===== config.mk =====
export PLATFORM = sky130hd
export DESIGN_NAME = qvt_matrix
export DESIGN_NICKNAME = d
export VERILOG_FILES = /design/src/rtl/core/qvt_pkg.sv /design/src/rtl/core/qvt_matrix.sv
export SDC_FILE = /design/constraint.sdc
export NUM_CORES = 2
export LEC_CHECK = 0
export ABC_AREA = 1
export BUFFER_PORTS_ARGS = -buffer_cell sky130_fd_sc_hd__buf_2
export CAP_MARGIN = 20
export CORE_UTILIZATION = 55
export CTS_CLUSTER_DIAMETER = 30
export DETAILED_ROUTE_END_ITERATION = 8
export GPL_TIMING_DRIVEN = 1
export PLACE_DENSITY = 0.7
export SLEW_MARGIN = 5
export SYNTH_ARGS = -nofsm -noshare
export SYNTH_HDL_FRONTEND = slang
export SYNTH_SLANG_ARGS = --single-unit
export TNS_END_PERCENT = 20

===== constraint.sdc =====
create_clock -name clk -period 11.09 [get_ports clk]
set_input_delay 1.109 -clock clk [delete_from_list [all_inputs] [get_ports clk]]
set_output_delay 1.109 -clock clk [all_outputs]
set_load 0.1 [all_outputs]

===== src/rtl/core/qvt_pkg.sv =====
package qvt_pkg;

  localparam int COORD_W    = 32;
  localparam int QPART_W    = 32;
  localparam int SHIFT_W    = 32;
  localparam int CFG_IDX_W  = 3;
  localparam int CFG_DATA_W = 32;
  localparam int MAT_N      = 9;
  localparam int N_TERMS    = 36;

  typedef enum logic [CFG_IDX_W-1:0] {
    REG_QUAT_W,
    REG_QUAT_X,
    REG_QUAT_Y,
    REG_QUAT_Z,
    REG_SHIFT_X,
    REG_SHIFT_Y,
    REG_SHIFT_Z,
    REG_PLANAR
  } qvt_reg_t;

  typedef enum logic {
    MX_IDLE,
    MX_RUN
  } qvt_mx_state_t;

  typedef struct packed {
    logic signed [COORD_W-1:0] rel_x;
    logic signed [COORD_W-1:0] rel_y;
    logic signed [COORD_W-1:0] rel_z;
    logic                      in_last;
  } qvt_in_t;

  typedef struct packed {
    logic signed [COORD_W-1:0] pos_x;
    logic signed [COORD_W-1:0] pos_y;
    logic signed [COORD_W-1:0] pos_z;
    logic                      out_last;
  } qvt_out_t;

  typedef struct packed {
    logic signed [QPART_W-1:0] w;
    logic signed [QPART_W-1:0] x;
    logic signed [QPART_W-1:0] y;
    logic signed [QPART_W-1:0] z;
  } qvt_quat_t;

  typedef struct packed {
    logic signed [SHIFT_W-1:0] shift_x;
    logic signed [SHIFT_W-1:0] shift_y;
    logic signed [SHIFT_W-1:0] shift_z;
    logic                      planar_mode;
  } qvt_xform_t;

  typedef logic [MAT_N-1:0][QPART_W-1:0] qvt_mat_t;

  localparam logic [QPART_W-1:0] Q_ONE  = QPART_W'(64'd1 << (QPART_W - 2));
  localparam logic [QPART_W-1:0] Q_ZERO = '0;

  localparam qvt_mat_t MAT_IDENT = {Q_ONE, Q_ZERO, Q_ZERO,
                                    Q_ZERO, Q_ONE, Q_ZERO,
                                    Q_ZERO, Q_ZERO, Q_ONE};

  localparam logic [1:0] QP_W = 2'd0;
  localparam logic [1:0] QP_X = 2'd1;
  localparam logic [1:0] QP_Y = 2'd2;
  localparam logic [1:0] QP_Z = 2'd3;

  localparam logic TERM_ADD = 1'b0;
  localparam logic TERM_SUB = 1'b1;

  typedef struct packed {
    logic       neg;
    logic [1:0] a;
    logic [1:0] b;
  } qvt_term_t;

  localparam qvt_term_t TERM_TAB [N_TERMS] = '{
    '{TERM_ADD, QP_W, QP_W}, '{TERM_ADD, QP_X, QP_X},
    '{TERM_SUB, QP_Y, QP_Y}, '{TERM_SUB, QP_Z, QP_Z},
    '{TERM_ADD, QP_X, QP_Y}, '{TERM_ADD, QP_X, QP_Y},
    '{TERM_SUB, QP_W, QP_Z}, '{TERM_SUB, QP_W, QP_Z},
    '{TERM_ADD, QP_X, QP_Z}, '{TERM_ADD, QP_X, QP_Z},
    '{TERM_ADD, QP_W, QP_Y}, '{TERM_ADD, QP_W, QP_Y},
    '{TERM_ADD, QP_X, QP_Y}, '{TERM_ADD, QP_X, QP_Y},
    '{TERM_ADD, QP_W, QP_Z}, '{TERM_ADD, QP_W, QP_Z},
    '{TERM_ADD, QP_W, QP_W}, '{TERM_SUB, QP_X, QP_X},
    '{TERM_ADD, QP_Y, QP_Y}, '{TERM_SUB, QP_Z, QP_Z},
    '{TERM_ADD, QP_Y, QP_Z}, '{TERM_ADD, QP_Y, QP_Z},
    '{TERM_SUB, QP_W, QP_X}, '{TERM_SUB, QP_W, QP_X},
    '{TERM_ADD, QP_X, QP_Z}, '{TERM_ADD, QP_X, QP_Z},
    '{TERM_SUB, QP_W, QP_Y}, '{TERM_SUB, QP_W, QP_Y},
    '{TERM_ADD, QP_Y, QP_Z}, '{TERM_ADD, QP_Y, QP_Z},
    '{TERM_ADD, QP_W, QP_X}, '{TERM_ADD, QP_W, QP_X},
    '{TERM_ADD, QP_W, QP_W}, '{TERM_SUB, QP_X, QP_X},
    '{TERM_SUB, QP_Y, QP_Y}, '{TERM_ADD, QP_Z, QP_Z}
  };

endpackage


===== src/rtl/core/qvt_matrix.sv =====
module qvt_matrix
  import qvt_pkg::*;
(
  input  logic      clk,
  input  logic      rst_n,
  input  qvt_quat_t quat,
  input  logic      restart,
  output qvt_mat_t  mat,
  output logic      busy
);

  localparam int ENT_W  = 4;
  localparam int TERM_W = 2;
  localparam int PROD_W = 2 * QPART_W;
  localparam int ACC_W  = PROD_W + 2;
  localparam int FRAC   = QPART_W - 2;
  localparam int RND_W  = ACC_W - FRAC;

  localparam logic [ENT_W-1:0]  LAST_ENT  = ENT_W'(MAT_N - 1);
  localparam logic [TERM_W-1:0] LAST_TERM = '1;
  localparam logic [ACC_W-1:0]  RND_HALF  = ACC_W'(1) << (FRAC - 1);

  qvt_mx_state_t state_r, state_nxt;
  logic [ENT_W-1:0]  ent_r, ent_nxt;
  logic [TERM_W-1:0] term_r, term_nxt;
  logic              issue;

  qvt_term_t                term;
  logic signed [QPART_W-1:0] opa, opb;
  logic signed [PROD_W-1:0]  prod_nxt;

  logic                     prod_vld_r;
  logic signed [PROD_W-1:0] prod_r;
  logic                     prod_neg_r;
  logic                     prod_first_r;
  logic                     prod_fin_r;
  logic [ENT_W-1:0]         prod_ent_r;

  logic signed [ACC_W-1:0] acc_r, acc_nxt, prod_ext;
  logic                    acc_done_r;
  logic [ENT_W-1:0]        acc_ent_r;

  logic [ACC_W-1:0]   rnd_sum;
  logic [RND_W-1:0]   rnd;
  logic [QPART_W-1:0] ent_sat;

  qvt_mat_t mat_r;

  function automatic logic signed [QPART_W-1:0] quat_pick(input qvt_quat_t q,
                                                           input logic [1:0] sel);
    logic signed [QPART_W-1:0] v;
    case (sel)
      QP_W:    v = q.w;
      QP_X:    v = q.x;
      QP_Y:    v = q.y;
      QP_Z:    v = q.z;
      default: v = q.w;
    endcase
    return v;
  endfunction

  always_ff @(posedge clk) begin
    if (!rst_n) begin
      state_r <= MX_IDLE;
      ent_r   <= '0;
      term_r  <= '0;
    end else begin
      state_r <= state_nxt;
      ent_r   <= ent_nxt;
      term_r  <= term_nxt;
    end
  end

  always_comb begin
    state_nxt = state_r;
    ent_nxt   = ent_r;
    term_nxt  = term_r;
    issue     = 1'b0;
    case (state_r)
      MX_IDLE: begin
        issue = 1'b0;
      end
      MX_RUN: begin
        issue    = 1'b1;
        term_nxt = term_r + 1'b1;
        if (term_r == LAST_TERM) begin
          ent_nxt = ent_r + 1'b1;
          if (ent_r == LAST_ENT) begin
            state_nxt = MX_IDLE;
            ent_nxt   = '0;
          end
        end
      end
      default: begin
        state_nxt = MX_IDLE;
      end
    endcase
    if (restart) begin
      state_nxt = MX_RUN;
      ent_nxt   = '0;
      term_nxt  = '0;
    end
  end

  assign term     = TERM_TAB[{ent_r, term_r}];
  assign opa      = quat_pick(quat, term.a);
  assign opb      = quat_pick(quat, term.b);
  assign prod_nxt = opa * opb;

  always_ff @(posedge clk) begin
    if (!rst_n) begin
      prod_vld_r <= 1'b0;
    end else begin
      prod_vld_r <= issue & ~restart;
    end
  end

  always_ff @(posedge clk) begin
    prod_r       <= prod_nxt;
    prod_neg_r   <= term.neg;
    prod_first_r <= (term_r == '0);
    prod_fin_r   <= (term_r == LAST_TERM);
    prod_ent_r   <= ent_r;
  end

  assign prod_ext = ACC_W'(prod_r);
  assign acc_nxt  = (prod_first_r ? '0 : acc_r) + (prod_neg_r ? -prod_ext : prod_ext);

  always_ff @(posedge clk) begin
    if (!rst_n) begin
      acc_done_r <= 1'b0;
    end else begin
      acc_done_r <= prod_vld_r & prod_fin_r & ~restart;
    end
  end

  always_ff @(posedge clk) begin
    if (prod_vld_r) begin
      acc_r     <= acc_nxt;
      acc_ent_r <= prod_ent_r;
    end
  end

  assign rnd_sum = acc_r + RND_HALF;
  assign rnd     = rnd_sum[ACC_W-1:FRAC];

  always_comb begin
    if (!rnd[RND_W-1] && (|rnd[RND_W-2:QPART_W-1])) begin
      ent_sat = {1'b0, {(QPART_W-1){1'b1}}};
    end else if (rnd[RND_W-1] && !(&rnd[RND_W-2:QPART_W-1])) begin
      ent_sat = {1'b1, {(QPART_W-1){1'b0}}};
    end else begin
      ent_sat = rnd[QPART_W-1:0];
    end
  end

  always_ff @(posedge clk) begin
    if (!rst_n) begin
      mat_r <= MAT_IDENT;
    end else if (acc_done_r) begin
      mat_r[acc_ent_r] <= ent_sat;
    end
  end

  assign mat  = mat_r;
  assign busy = (state_r != MX_IDLE) | prod_vld_r | acc_done_r;

endmodule


==> impl_metrics.py <==
metrics = {
    "status": {
        "outcome": "finished clean",
    },
    "die": {
        "fp-row-count": 124,
        "start_util": 0.5544,
        "die_h_um": 341.5,
        "core_mm2": 0.1143,
        "ios": 420,
        "fp.dieW_um": 341.5,
        "dieArea_mm2": 0.1166,
    },
    "global_route": {
        "grt_pass1_wl_um": 364400,
        "grt.overflow.total": 0,
        "grtUsageTotal": 0.4207,
        "antenna_found_initial": 9,
        "grt_max_degree": 118,
        "grt_pass1_vias": 59442,
    },
    "detailed_routing": {
        "ant_nets": 0,
        "wl_per_cell_um": 23.61,
        "route.detailed.drc": 0,
        "dr.pass1.iters": 8,
        "drt-initial-drc-count": 5320,
        "viasPerCell": 5.657,
        "vias": 58021,
        "routed_wl_um": 242200,
    },
    "synth": {
        "synth_edf_count": 70,
        "syn_avg_cell_area_um2": 7.589,
        "synth_area_mm2": 0.06339,
        "synth_flop_cell": "dfxtp_1",
        "ys_seq_area_frac": 0.1494,
        "ys_types": 53,
        "synthCells": 8353,
        "yosysWarningCount": 0,
        "async_flop_share": 0,
        "synth_seq_cells": 438,
        "synth_fp_nets": 9828,
    },
    "clock_network": {
        "clock_sinks": 438,
        "cts_buffers": 91,
        "clk_path_buf_depth": 3,
        "cts_tree": "yes",
        "htreeDepth": 3,
        "root_buffer": "clkbuf_16",
        "cts_repair_resize_count": 0,
        "holdBufCountCts": 0,
        "clkSlewWorstSetupHoldPaths_ns": 0.05,
        "insertion_delay_ns": 0.67,
        "postCtsSetupBuffers": 0,
    },
    "final_layout": {
        "final_nets": 10135,
        "instances_no_fill": 10257,
        "drive_above_1_share": 0.1066,
        "area_growth_pct": 10.02,
        "fillerInstances": 10474,
        "final_area_mm2": 0.06974,
    },
    "placement": {
        "place_congestion": 1.029,
        "hpwl_um": 194300,
        "placed_cell_area_mm2": 0.06649,
        "portBuffers": 419,
        "dp.cells": 10078,
        "post-place-ws_ns": 0.2809,
    },
    "sta": {
        "layout_setup_ws_ns": 0.4052,
        "hold_viol": 0,
        "slew_violations": 0,
        "skew_ns": 0.03248,
        "fmax_ghz": 0.09359,
        "setup_viol": 0,
        "rsz0062_at_grt": "no",
        "relSlewSlack": 0.2303,
        "post-route-min-period_ns": 10.68,
        "worstMarginPinSlew_ns": 1.149,
        "fin_tns_setup_ns": 0,
        "fin_crit_sh": 0.9635,
    },
    "critical_path": {
        "cp_max_fo": 28,
        "arrival_ns": 11.25,
        "rrSetupSlack_ns": 0.41,
        "cpMostUsedCell": "fa_1",
        "cp-endpoint": "prod_r[45]",
        "max_stage_delay_ns": 0.82,
        "reg2reg_from": "term_r[1]",
        "reg2regPathDepth": 34,
        "endpoint_kind": "flip-flop",
        "r2r_end": "prod_r[45]",
        "crit_type": "reg2reg",
        "critPathLaunch": "term_r[1]",
        "crit_required_ns": 11.66,
        "critPathSlowestCell": "inv_2",
        "critPathLaunchType": "flip-flop",
    },
    "run": {
        "drv_cap": 0,
    },
    "min_path": {
        "hp-class": "reg2reg",
    },
}
## how the worst min path moves through the flow
| stage | startpoint | to | slack [ns] | cells past startpoint |
|---|---|---|---|---|
| 3_3_place_gp | prod_ent_r[2] | acc_ent_r[2] | 0.39 | 0 |
| 2_1_floorplan | prod_ent_r[0] | acc_ent_r[0] | 0.39 | 0 |
| 5_1_grt | prod_ent_r[3] | acc_ent_r[3] | 0.42 | 0 |
| 6_report | prod_ent_r[2] | acc_ent_r[2] | 0.40 | 0 |
| 3_5_place_dp | prod_ent_r[3] | acc_ent_r[3] | 0.39 | 0 |
| 4_1_cts | prod_ent_r[2] | acc_ent_r[2] | 0.41 | 0 |
## worst max-delay path: cells and delay by family (launching register included)
| kind | cells | cell delay, ns |
|---|---|---|
| AOI/OAI and AO/OA | 1 | 0.13 |
| xor gates and xnor gates | 1 | 0.22 |
| adders and majority gates | 10 | 4.85 |
| buffers and inverters | 6 | 1.52 |
| DFF | 1 | 0.58 |
| and+or+nand+nor | 16 | 3.26 |
## logic make-up after synthesis
group,Yosys count,share of synthesized area
AND/OR/NAND/NOR,3792,0.2499
AO/OA/AOI/OAI,545,0.04917
XOR/XNOR,201,0.02777
adder cells (fa/ha/maj),1344,0.3935
flip-flops,438,0.1494
buffers and inverters,2033,0.1302
## registers in the layout, indices dropped and copies added (netlist names)
name	flops
prod_fin_r	1
prod_ent_r	4
acc_ent_r	4
state_r	1
prod_r	64
mat	288
ent_r	4
term_r	2
acc_r	66
prod_neg_r	1
prod_vld_r	1
prod_first_r	1
acc_done_r	1
## cell type report
type / instances / area [um^2] / area share
Clock buffer: 114 / 2536 / 0.03637
Inverter: 1721 / 6482 / 0.09295
Timing Repair Buffer: 526 / 2920 / 0.04187
Antenna cell: 6 / 15.01 / 0.0002153
Clock inverter: 58 / 668.1 / 0.009580
Multi-Input combinational cell: 5882 / 45760 / 0.6561
Tap cell: 1512 / 1892 / 0.02713
Sequential cell: 438 / 9472 / 0.1358
## synth_stat cells, types with 4 or more instances
library cell / n / area share
xnor2_1: 31 / 0.0043
o211ai_1: 7 / 0.00083
edfxtp_1: 70 / 0.033
nor2_2: 57 / 0.0056
nand3_1: 475 / 0.038
buf_6: 34 / 0.0060
buf_4: 55 / 0.0065
nand4_1: 94 / 0.0093
buf_2: 115 / 0.0091
fa_1: 1083 / 0.34
nand2_2: 72 / 0.0071
a21boi_0: 6 / 0.00071
ha_1: 261 / 0.052
o21ai_0: 152 / 0.012
o21a_1: 65 / 0.0077
nand3_2: 4 / 0.00063
clkbuf_1: 101 / 0.0060
nand2_1: 1570 / 0.093
inv_2: 53 / 0.0031
a21o_1: 15 / 0.0018
nand3b_1: 13 / 0.0015
nand2_4: 12 / 0.0021
o21bai_1: 27 / 0.0032
nand4_2: 8 / 0.0016
nor2_1: 1412 / 0.084
dfxtp_1: 368 / 0.12
inv_4: 7 / 0.00069
nor4_1: 18 / 0.0018
inv_1: 1660 / 0.098
xor2_1: 170 / 0.023
nor3_1: 38 / 0.0030
a21oi_1: 249 / 0.020
a31oi_1: 12 / 0.0012
buf_1: 7 / 0.00041
## metrics by stage
stage                     hold slack, ns  utilization
after floorplan                   0.3855            -
after global placement            0.3872       0.5815
after detailed placement          0.3902       0.5815
after CTS                         0.4067       0.6095
after global routing              0.4181       0.6098
final                             0.4034       0.6099
## layer usage
metal / part of all wire / global-route usage / vias up / wire length [um]
li1: - / - / 25588 / -
met1: 0.36 / 0.4975 / 28317 / 88010
met2: 0.46 / 0.6783 / 3194 / 110900
met3: 0.10 / 0.1068 / 912 / 24380
met4: 0.078 / 0.2793 / 10 / 18770
met5: 0.00028 / 0 / - / 67
## cells in the final DEF (no fill, tap or decap), types with 12 or more instances in the layout
master / n
a21o_1: 15
a21oi_1: 249
a31oi_1: 12
buf_2: 419
buf_4: 106
clkbuf_16: 93
clkbuf_8: 13
dfxtp_1: 366
edfxtp_1: 70
fa_1: 1083
ha_1: 261
inv_1: 1659
inv_2: 53
inv_6: 15
nand2_1: 1570
nand2_2: 71
nand2_4: 12
nand3_1: 475
nand3b_1: 13
nand4_1: 94
nor2_1: 1404
nor2_2: 57
nor3_1: 38
nor4_1: 17
o21a_1: 65
o21ai_0: 152
o21bai_1: 27
xnor2_1: 31
xor2_1: 170
Power is left out: the tool's default activity adds up to more than one toggle a clock period on the data nets, which glitch-free logic cannot reach.
